[src/hdl/rctd_pkg.sv]
// ----------------------------------------------------------------------------
// rctd_pkg: shared types and constants of the radio clock time code decoder
// timer width, frame layout, status and register codes, interface structs
// ----------------------------------------------------------------------------
package rctd_pkg;

	localparam int TIME_W       = 16;
	localparam int FRAME_W      = 64;
	localparam int POS_W        = $clog2(FRAME_W);
	localparam int COUNT_W      = 7;
	localparam int CFG_IDX_W    = 3;
	localparam int CFG_DATA_W   = 16;

	localparam logic [COUNT_W-1:0] FRAME_MIN_BITS = 7'd59;
	localparam logic [COUNT_W-1:0] COUNT_MAX      = 7'd127;

	localparam logic [CFG_DATA_W-1:0] GAP_RST      = 16'd52428;
	localparam logic [CFG_DATA_W-1:0] ZERO_MIN_RST = 16'd2458;
	localparam logic [CFG_DATA_W-1:0] ZERO_MAX_RST = 16'd4096;
	localparam logic [CFG_DATA_W-1:0] ONE_MIN_RST  = 16'd5734;
	localparam logic [CFG_DATA_W-1:0] ONE_MAX_RST  = 16'd7373;

	typedef enum logic [1:0] {
		STATUS_OK     = 2'd0,
		STATUS_SHORT  = 2'd1,
		STATUS_PARITY = 2'd2
	} status_t;

	typedef enum logic [CFG_IDX_W-1:0] {
		REG_MINUTE_GAP_MIN = 3'd0,
		REG_ZERO_WIDTH_MIN = 3'd1,
		REG_ZERO_WIDTH_MAX = 3'd2,
		REG_ONE_WIDTH_MIN  = 3'd3,
		REG_ONE_WIDTH_MAX  = 3'd4
	} reg_idx_t;

	typedef struct packed {
		logic [TIME_W-1:0] minute_gap_min;
		logic [TIME_W-1:0] zero_width_min;
		logic [TIME_W-1:0] zero_width_max;
		logic [TIME_W-1:0] one_width_min;
		logic [TIME_W-1:0] one_width_max;
	} cfg_regs_t;

	// what the edge stage tells the rest about the event under way
	typedef struct packed {
		logic                marker;
		logic [FRAME_W-1:0]  frame;
		logic [COUNT_W-1:0]  count;
	} edge_info_t;

	typedef struct packed {
		status_t     status;
		logic [6:0]  minute;
		logic [5:0]  hour;
		logic [5:0]  day;
		logic [4:0]  month;
		logic [7:0]  year;
	} decode_t;

endpackage

[src/hdl/rctd_edge.sv]
// ----------------------------------------------------------------------------
// rctd_edge: edge tracking, pulse classification and frame store
// keeps the last level and edge time, appends classified bits, spots markers
// ----------------------------------------------------------------------------
module rctd_edge
	import rctd_pkg::*;
(
	input  logic              clk,
	input  logic              arst_n,
	input  cfg_regs_t         cfg,
	input  logic              fire,
	input  logic [TIME_W-1:0] capture_time,
	input  logic              signal_level,
	output edge_info_t        info
);

	logic                level_q;
	logic [TIME_W-1:0]   edge_time_q;
	logic [FRAME_W-1:0]  frame_q;
	logic [COUNT_W-1:0]  count_q;

	logic              changed;
	logic [TIME_W-1:0] diff;
	logic              is_zero;
	logic              is_one;
	logic              append;
	logic              marker;

	always_comb begin
		changed = signal_level != level_q;
		diff    = capture_time - edge_time_q;
		is_zero = (diff > cfg.zero_width_min) && (diff < cfg.zero_width_max);
		is_one  = (diff > cfg.one_width_min) && (diff < cfg.one_width_max);
		append  = changed && !signal_level && (is_zero || is_one);
		marker  = changed && signal_level && (diff > cfg.minute_gap_min);
	end

	always_ff @(posedge clk or negedge arst_n) begin
		if (!arst_n) begin
			level_q     <= 1'b0;
			edge_time_q <= '0;
			frame_q     <= '0;
			count_q     <= '0;
		end else if (fire && changed) begin
			level_q     <= signal_level;
			edge_time_q <= capture_time;
			if (marker) begin
				frame_q <= '0;
				count_q <= '0;
			end else if (append) begin
				// zero window wins when both match
				frame_q[count_q[POS_W-1:0]] <= !is_zero;
				if (count_q != COUNT_MAX)
					count_q <= count_q + 7'd1;
			end
		end
	end

	assign info.marker = marker;
	assign info.frame  = frame_q;
	assign info.count  = count_q;

endmodule

[src/hdl/rctd_decode.sv]
// ----------------------------------------------------------------------------
// rctd_decode: frame check and time field conversion
// length and even parity checks, bcd digits to binary
// ----------------------------------------------------------------------------
module rctd_decode
	import rctd_pkg::*;
(
	input  logic [FRAME_W-1:0] frame,
	input  logic [COUNT_W-1:0] count,
	output decode_t            dec
);

	logic parity_ok;

	// tens * 10 as two shifts
	function automatic logic [7:0] bcd2bin(input logic [3:0] tens, input logic [3:0] units);
		logic [7:0] t8;
		t8 = {4'd0, tens};
		return (t8 << 3) + (t8 << 1) + {4'd0, units};
	endfunction

	always_comb begin
		parity_ok = !(^frame[28:21]) && !(^frame[35:29]) && !(^frame[58:36]);
		if (count < FRAME_MIN_BITS)
			dec.status = STATUS_SHORT;
		else if (parity_ok)
			dec.status = STATUS_OK;
		else
			dec.status = STATUS_PARITY;
		dec.minute = 7'(bcd2bin({1'b0, frame[27:25]}, frame[24:21]));
		dec.hour   = 6'(bcd2bin({2'b0, frame[34:33]}, frame[32:29]));
		dec.day    = 6'(bcd2bin({2'b0, frame[41:40]}, frame[39:36]));
		dec.month  = 5'(bcd2bin({3'b0, frame[49]}, frame[48:45]));
		dec.year   = bcd2bin(frame[57:54], frame[53:50]);
	end

endmodule

[src/hdl/radio_clock_time_code_decoder.sv]
// ----------------------------------------------------------------------------
// radio_clock_time_code_decoder: minute frame decoder for a long-wave time code
// takes edge events, gathers pulse-width bits, decodes at the minute marker
// ----------------------------------------------------------------------------
// an accepted event beat passes the input register, then the result register, to its result beat
// throughput: one event per cycle; the input register feeds the edge stage and
//   the decode logic in one pass, the result register parts the output side
// an event is held back only while a marker result meets a full, stalled output
// reset: asynchronous, active low; clears frame, held time, ready flag, valids
//   and loads the threshold registers with their default values
module radio_clock_time_code_decoder
	import rctd_pkg::*;
(
	input  logic                  clk,
	input  logic                  arst_n,
	// event channel
	input  logic                  in_valid,
	output logic                  in_stall,
	input  logic [TIME_W-1:0]     capture_time,
	input  logic                  signal_level,
	// result channel
	output logic                  out_valid,
	input  logic                  out_stall,
	output logic [1:0]            decode_status,
	output logic [COUNT_W-1:0]    bits_received,
	output logic [6:0]            held_minute,
	output logic [5:0]            held_hour,
	output logic [5:0]            held_day,
	output logic [4:0]            held_month,
	output logic [7:0]            held_year,
	output logic                  time_ready,
	// register write channel
	input  logic                  cfg_valid,
	output logic                  cfg_ready,
	input  logic [CFG_IDX_W-1:0]  cfg_index,
	input  logic [CFG_DATA_W-1:0] cfg_data
);

	cfg_regs_t cfg_q;

	// input register
	logic              valid_s1;
	logic [TIME_W-1:0] time_s1;
	logic              level_s1;

	// held time of the last good frame
	logic [6:0] minute_q;
	logic [5:0] hour_q;
	logic [4:0] month_q;
	logic [5:0] day_q;
	logic [7:0] year_q;
	logic       ready_q;

	// result register
	logic    res_valid_q;
	decode_t res_q;
	logic [COUNT_W-1:0] res_count_q;
	logic    res_ready_q;

	edge_info_t info;
	decode_t    dec;
	logic       in_beat;
	logic       out_beat;
	logic       block;
	logic       fire;
	logic       emit;
	logic       good;

	// ------------------------------------------------------------------
	// configuration registers, always ready
	// ------------------------------------------------------------------
	assign cfg_ready = 1'b1;

	always_ff @(posedge clk or negedge arst_n) begin
		if (!arst_n) begin
			cfg_q.minute_gap_min <= GAP_RST;
			cfg_q.zero_width_min <= ZERO_MIN_RST;
			cfg_q.zero_width_max <= ZERO_MAX_RST;
			cfg_q.one_width_min  <= ONE_MIN_RST;
			cfg_q.one_width_max  <= ONE_MAX_RST;
		end else if (cfg_valid && cfg_ready) begin
			unique case (cfg_index)
				REG_MINUTE_GAP_MIN: cfg_q.minute_gap_min <= cfg_data;
				REG_ZERO_WIDTH_MIN: cfg_q.zero_width_min <= cfg_data;
				REG_ZERO_WIDTH_MAX: cfg_q.zero_width_max <= cfg_data;
				REG_ONE_WIDTH_MIN:  cfg_q.one_width_min  <= cfg_data;
				REG_ONE_WIDTH_MAX:  cfg_q.one_width_max  <= cfg_data;
				default: ;
			endcase
		end
	end

	// ------------------------------------------------------------------
	// handshake: the event in the input register moves on unless it is a
	// marker and the result register is full and stalled
	// ------------------------------------------------------------------
	assign out_beat = res_valid_q && !out_stall;
	assign block    = info.marker && res_valid_q && out_stall;
	assign fire     = valid_s1 && !block;
	assign emit     = fire && info.marker;
	assign in_stall = valid_s1 && block;
	assign in_beat  = in_valid && !in_stall;
	assign good     = dec.status == STATUS_OK;

	always_ff @(posedge clk or negedge arst_n) begin
		if (!arst_n)
			valid_s1 <= 1'b0;
		else if (!in_stall)
			valid_s1 <= in_valid;
	end

	always_ff @(posedge clk) begin
		if (in_beat) begin
			time_s1  <= capture_time;
			level_s1 <= signal_level;
		end
	end

	rctd_edge u_edge (
		.clk          (clk),
		.arst_n       (arst_n),
		.cfg          (cfg_q),
		.fire         (fire),
		.capture_time (time_s1),
		.signal_level (level_s1),
		.info         (info)
	);

	rctd_decode u_decode (
		.frame (info.frame),
		.count (info.count),
		.dec   (dec)
	);

	// held time, replaced only by a frame that passes every check
	always_ff @(posedge clk or negedge arst_n) begin
		if (!arst_n) begin
			minute_q <= '0;
			hour_q   <= '0;
			day_q    <= '0;
			month_q  <= '0;
			year_q   <= '0;
			ready_q  <= 1'b0;
		end else if (emit && good) begin
			minute_q <= dec.minute;
			hour_q   <= dec.hour;
			day_q    <= dec.day;
			month_q  <= dec.month;
			year_q   <= dec.year;
			ready_q  <= 1'b1;
		end
	end

	// ------------------------------------------------------------------
	// result register: carries the held time as it stands after this decode
	// ------------------------------------------------------------------
	always_ff @(posedge clk or negedge arst_n) begin
		if (!arst_n)
			res_valid_q <= 1'b0;
		else if (emit)
			res_valid_q <= 1'b1;
		else if (out_beat)
			res_valid_q <= 1'b0;
	end

	always_ff @(posedge clk) begin
		if (emit) begin
			res_q.status <= dec.status;
			res_count_q  <= info.count;
			if (good) begin
				res_q.minute <= dec.minute;
				res_q.hour   <= dec.hour;
				res_q.day    <= dec.day;
				res_q.month  <= dec.month;
				res_q.year   <= dec.year;
				res_ready_q  <= 1'b1;
			end else begin
				res_q.minute <= minute_q;
				res_q.hour   <= hour_q;
				res_q.day    <= day_q;
				res_q.month  <= month_q;
				res_q.year   <= year_q;
				res_ready_q  <= ready_q;
			end
		end
	end

	assign out_valid     = res_valid_q;
	assign decode_status = res_q.status;
	assign bits_received = res_count_q;
	assign held_minute   = res_q.minute;
	assign held_hour     = res_q.hour;
	assign held_day      = res_q.day;
	assign held_month    = res_q.month;
	assign held_year     = res_q.year;
	assign time_ready    = res_ready_q;

	// ------------------------------------------------------------------
	// checks
	// ------------------------------------------------------------------
	// once a good frame is seen the time stays valid
	a_ready_sticky: assert property (@(posedge clk) disable iff (!arst_n)
		!$fell(ready_q))
		else $error("ready flag dropped");

	// a good decode always reports a valid time
	a_ok_has_time: assert property (@(posedge clk) disable iff (!arst_n)
		out_valid && decode_status == STATUS_OK |-> time_ready)
		else $error("good status without ready flag");

	// a short frame really had too few bits
	a_short_count: assert property (@(posedge clk) disable iff (!arst_n)
		out_valid && decode_status == STATUS_SHORT |-> bits_received < FRAME_MIN_BITS)
		else $error("short status with full frame");

	// the marker empties the frame store
	a_frame_cleared: assert property (@(posedge clk) disable iff (!arst_n)
		emit |=> info.count == '0)
		else $error("frame not cleared after marker");

endmodule
[config.mk]
export PLATFORM = sky130hd
export DESIGN_NAME = radio_clock_time_code_decoder
export DESIGN_NICKNAME = d
export VERILOG_FILES = /design/src/hdl/rctd_pkg.sv /design/src/hdl/rctd_edge.sv /design/src/hdl/rctd_decode.sv /design/src/hdl/radio_clock_time_code_decoder.sv
export SDC_FILE = /design/constraint.sdc
export NUM_CORES = 1
export LEC_CHECK = 0
export BUFFER_PORTS_ARGS = -buffer_cell sky130_fd_sc_hd__buf_2
export CORE_MARGIN = 2
export CORE_UTILIZATION = 66
export DETAILED_ROUTE_END_ITERATION = 10
export MAX_ROUTING_LAYER = met4
export PLACE_DENSITY_LB_ADDON = 0.12
export SKIP_CTS_REPAIR_TIMING = 1
export SYNTH_ARGS = -nofsm -noshare
export SYNTH_HDL_FRONTEND = slang
export SYNTH_SLANG_ARGS = --single-unit
[constraint.sdc]
create_clock -name clk -period 15.45 [get_ports clk]
set_input_delay 2.3175 -clock clk [delete_from_list [all_inputs] [get_ports clk]]
set_output_delay 2.3175 -clock clk [all_outputs]
set_load 0.05 [all_outputs]
==> results by group <==
Pwr
  – Peak VDD IR: 0.190 mV
  – P_int: 1760 uW
  – Switching power: 1310 uW
  – P_leak: ~0.0066 uW
  – Sw frac: around 43%
  – P per Cell Area: 208 nW/um^2
  – Clock power share: between 20% and 30%
  – Combinational power share: 51.5%
  – Seq pwr share: 28.2%

Floorplanning
  – Core footprint: 19600 um^2
  – I/O pin count: 86
  – FP Rows: just over 50
  – Die width: 146 um
  – DIE HEIGHT: 146 um
  – Die area: 21300 um^2
  – Initial Util: 67.9%

STA
  – RSZ-0062 raised after global routing: no
  – Post-layout worst setup margin: 7.58 ns
  – Min Clock Period, post-route: 7.87 ns
  – Relative slew slack: 26.3%
  – Period utilisation layout: between 50 and 60%
  – Worst-margin pin slew: 1.10 ns
  – Setup TNS: 0 ns
  – Clock skew: 0.0178 ns
  – Final Setup Violations: 0
  – Peak Freq: between 100 and 150 MHz
  – Max-slew violations: 0
  – Final hold vios: 0

Drt
  – Vias/cell: slightly below 6
  – DRC: 0
  – Final wirelength: ~29000 um
  – Drt initial violations: 715
  – Routed via count: about 9500
  – Drt wl/cell: 18.0 um
  – DR pass1 iterations: 5
  – Detail Route Antenna Nets: 0

Yosys
  – Post-synth ARST share: 75.0%
  – Ys Warns: 0
  – Sequential fraction of the synthesis area: 46.9%
  – Syn_nets: 1409
  – Count of state elements after synthesis: 236
  – Unique masters post-synth: between 70 and 80
  – Main flop type after synthesis: dfrtp_1
  – Cell count after synthesis: 1244
  – Synth Area per Inst: between 10 and 15 um^2
  – EDFF count, synth: 59
  – Cell Area, Synth: 13300 um^2

Worst setup path
  – Critical Path End Type: output pin
  – Reg-to-reg critical path startpoint: time_s1[0]
  – Worst Path Required: 13.13 ns
  – Max FO, Critical Path: 18
  – CP cell instances: inv_1, ha_1, fa_1, nor2b_1, o31a_1, o211ai_1, a21o_1, a31oi_1, or4b_2, nand3_1, ha_1, nand4_1, or3_1, a21oi_1, o311a_1, nand4_1, inv_1, buf_2
  – Worst path max stage delay: 0.68 ns
  – FF-to-FF End: minute_q[6]
  – Worst setup SP type: flip-flop
  – Slowest CP cell: o311a_1
  – Worst reg-to-reg path cell count: 18
  – Flop2flop setup slack: 9.08 ns
  – Crit path DAT: 5.55 ns
  – Critical path class: flip-flop to output pin

Global route
  – Global-route wire length before repair: ~47000 um
  – Initial antenna violation count: 0
  – Total track usage: 28.0%
  – Pin count of the biggest net entering global routing: 112
  – Total grt overflow: 0
  – Vias in the first global route: 9340

Status
  – Status: finished clean

Clock tree
  – H-tree depth: 1
  – Clk Latency, worst-skew pair: 0.54 ns
  – CTS tree: done
  – CTS sink count: about 240
  – Clock root buffer: clkbuf_16
  – Clock-pin slew on the worst setup and hold paths: 0.06 ns
  – Clock buffer count from CTS: 26
  – Clk buf depth: 3

Cells and area
  – # fillers: 1362
  – Area grow syn2layout: 11.1%
  – Layout cell share with drive strength beyond 1: roughly a fifth
  – N_diodes: 0
  – Nets: 1476

Place
  – Setup WS pre-CTS: a little over 8 ns
  – Post-DP HPWL: ~20000 um
  – IO buf count: between 80 and 90
  – Gp weighted congestion: 0.904

Worst hold path
  – Worst min-delay path category: flip-flop to flip-flop
  – Hold EP: ready_q
  – Hold Path Origin: ready_q
  – Hold depth: 1

Job
  – Max Cap Viol: 0
layout make-up:
cell class	instances	area, um^2	area share, %
multi-input cells	837	6400	43.3
repair buffers	93	494	3.35
well taps	265	332	2.24
clock inverters	13	154	1.04
clock buffers	35	714	4.84
flip-flops and latches	236	6240	42.2
inverters	117	439	2.97
power by group through the flow:
| stage | logic, uW | clock network (uW) | registers, uW |
|---|---|---|---|
| after global routing | 1760 | 657 | 880 |
| after CTS | 1570 | 632 | 865 |
| after detailed placement | 1560 | 0 | 875 |
| after global placement | 1510 | 0 | 870 |
| final | 1580 | 626 | 866 |
| after floorplan | 1130 | 0 | 911 |
cells in the final DEF (no fill, tap or decap), types with 8 or more instances in the layout:
master / count
buf_2: 83
edfxtp_1: 59
nand4_1: 19
a21o_1: 17
mux2_2: 53
o22ai_1: 11
nor4_1: 15
buf_4: 9
xor2_1: 10
mux2_4: 26
a21oi_1: 38
clkbuf_16: 26
nand3_1: 18
mux2i_1: 8
ha_1: 117
nor3_1: 12
o21ai_1: 18
nor2_1: 35
o211ai_1: 8
o311ai_1: 18
xnor2_1: 45
inv_1: 117
nand2_1: 142
dfstp_2: 30
o21ai_0: 96
dfrtp_1: 147
o21a_1: 8
nor2b_1: 10
per-layer routing:
metal  share of wire, %  vias to the layer above  global-route usage, %
met4                3.2                        0                   9.46
met5                  0                        -                      -
met3                3.8                       66                   3.17
met2                 51                      242                   47.7
met1                 42                     4607                   35.2
li1                   -                     4575                      -
cells in the mapped netlist, drive strengths merged (19+ instances only):
| cell | count | area [um^2] |
|---|---|---|
| dfrtp | 147 | 3680 |
| nand2 | 142 | 533 |
| ha | 117 | 1460 |
| inv | 117 | 439 |
| o21ai | 114 | 571 |
| mux2 | 80 | 998 |
| edfxtp | 59 | 1770 |
| xnor2 | 45 | 394 |
| a21oi | 38 | 190 |
| nor2 | 36 | 138 |
| clkbuf | 34 | 128 |
| dfstp | 30 | 788 |
| buf | 20 | 154 |
| nand4 | 19 | 119 |
state kept, by name, summed over array words and instances (netlist names), 2 cells and up:
| name | cells |
|---|---|
| bits_received | 7 |
| cfg_q | 80 |
| day_q | 6 |
| decode_status | 2 |
| held_day | 6 |
| held_hour | 6 |
| held_minute | 7 |
| held_month | 5 |
| held_year | 8 |
| hour_q | 6 |
| minute_q | 7 |
| month_q | 5 |
| time_s1 | 16 |
| u_edge.count_q | 7 |
| u_edge.edge_time_q | 16 |
| u_edge.frame_q | 38 |
| year_q | 8 |
logic make-up after synthesis:
kind of cell               count (synthesis)  synth area share [%]
AOI/OAI and AO/OA                        268                  12.8
adders and majority gates                124                  12.1
buffers and inverters                    171                  5.42
and+or+nand+nor                          301                  11.0
other                                      1                0.0282
xor gates and xnor gates                  55                  3.62
DFF                                      236                  46.9
muxes                                     88                  8.11
worst max-delay path: cells and delay by family (launching register included):
| family | cells | cell delay, ns |
|---|---|---|
| simple gates | 6 | 1.77 |
| compound gates | 6 | 1.77 |
| buf+inv | 3 | 0.42 |
| fa+ha+maj | 3 | 0.64 |
| flops | 1 | 0.38 |
how the worst max path moves through the flow:
stage,end,slack (ns),depth (start not counted),startpoint
final,in_stall,7.58,18,time_s1[0]
after global routing,in_stall,7.20,17,u_edge.edge_time_q[1]
after CTS,in_stall,7.60,18,time_s1[0]
after detailed placement,in_stall,8.20,16,time_s1[1]
after global placement,in_stall,8.36,16,time_s1[1]
after floorplan,in_stall,9.14,16,time_s1[2]
through the flow:
step | total power, uW | hold WS [ns] | utilization (%) | std cells | area (um^2)
after global routing | 3290 | 0.478 | 75.4 | 1596 | 14800
after floorplan | 2040 | 0.423 | - | 1244 | 13300
final | 3070 | 0.463 | 75.4 | 1596 | 14800
after detailed placement | 2430 | 0.448 | 71.0 | 1548 | 13900
after global placement | 2380 | 0.439 | 71.0 | 1548 | 13900
after CTS | 3070 | 0.462 | 75.4 | 1596 | 14800
Power figures use the tool's default switching activity.
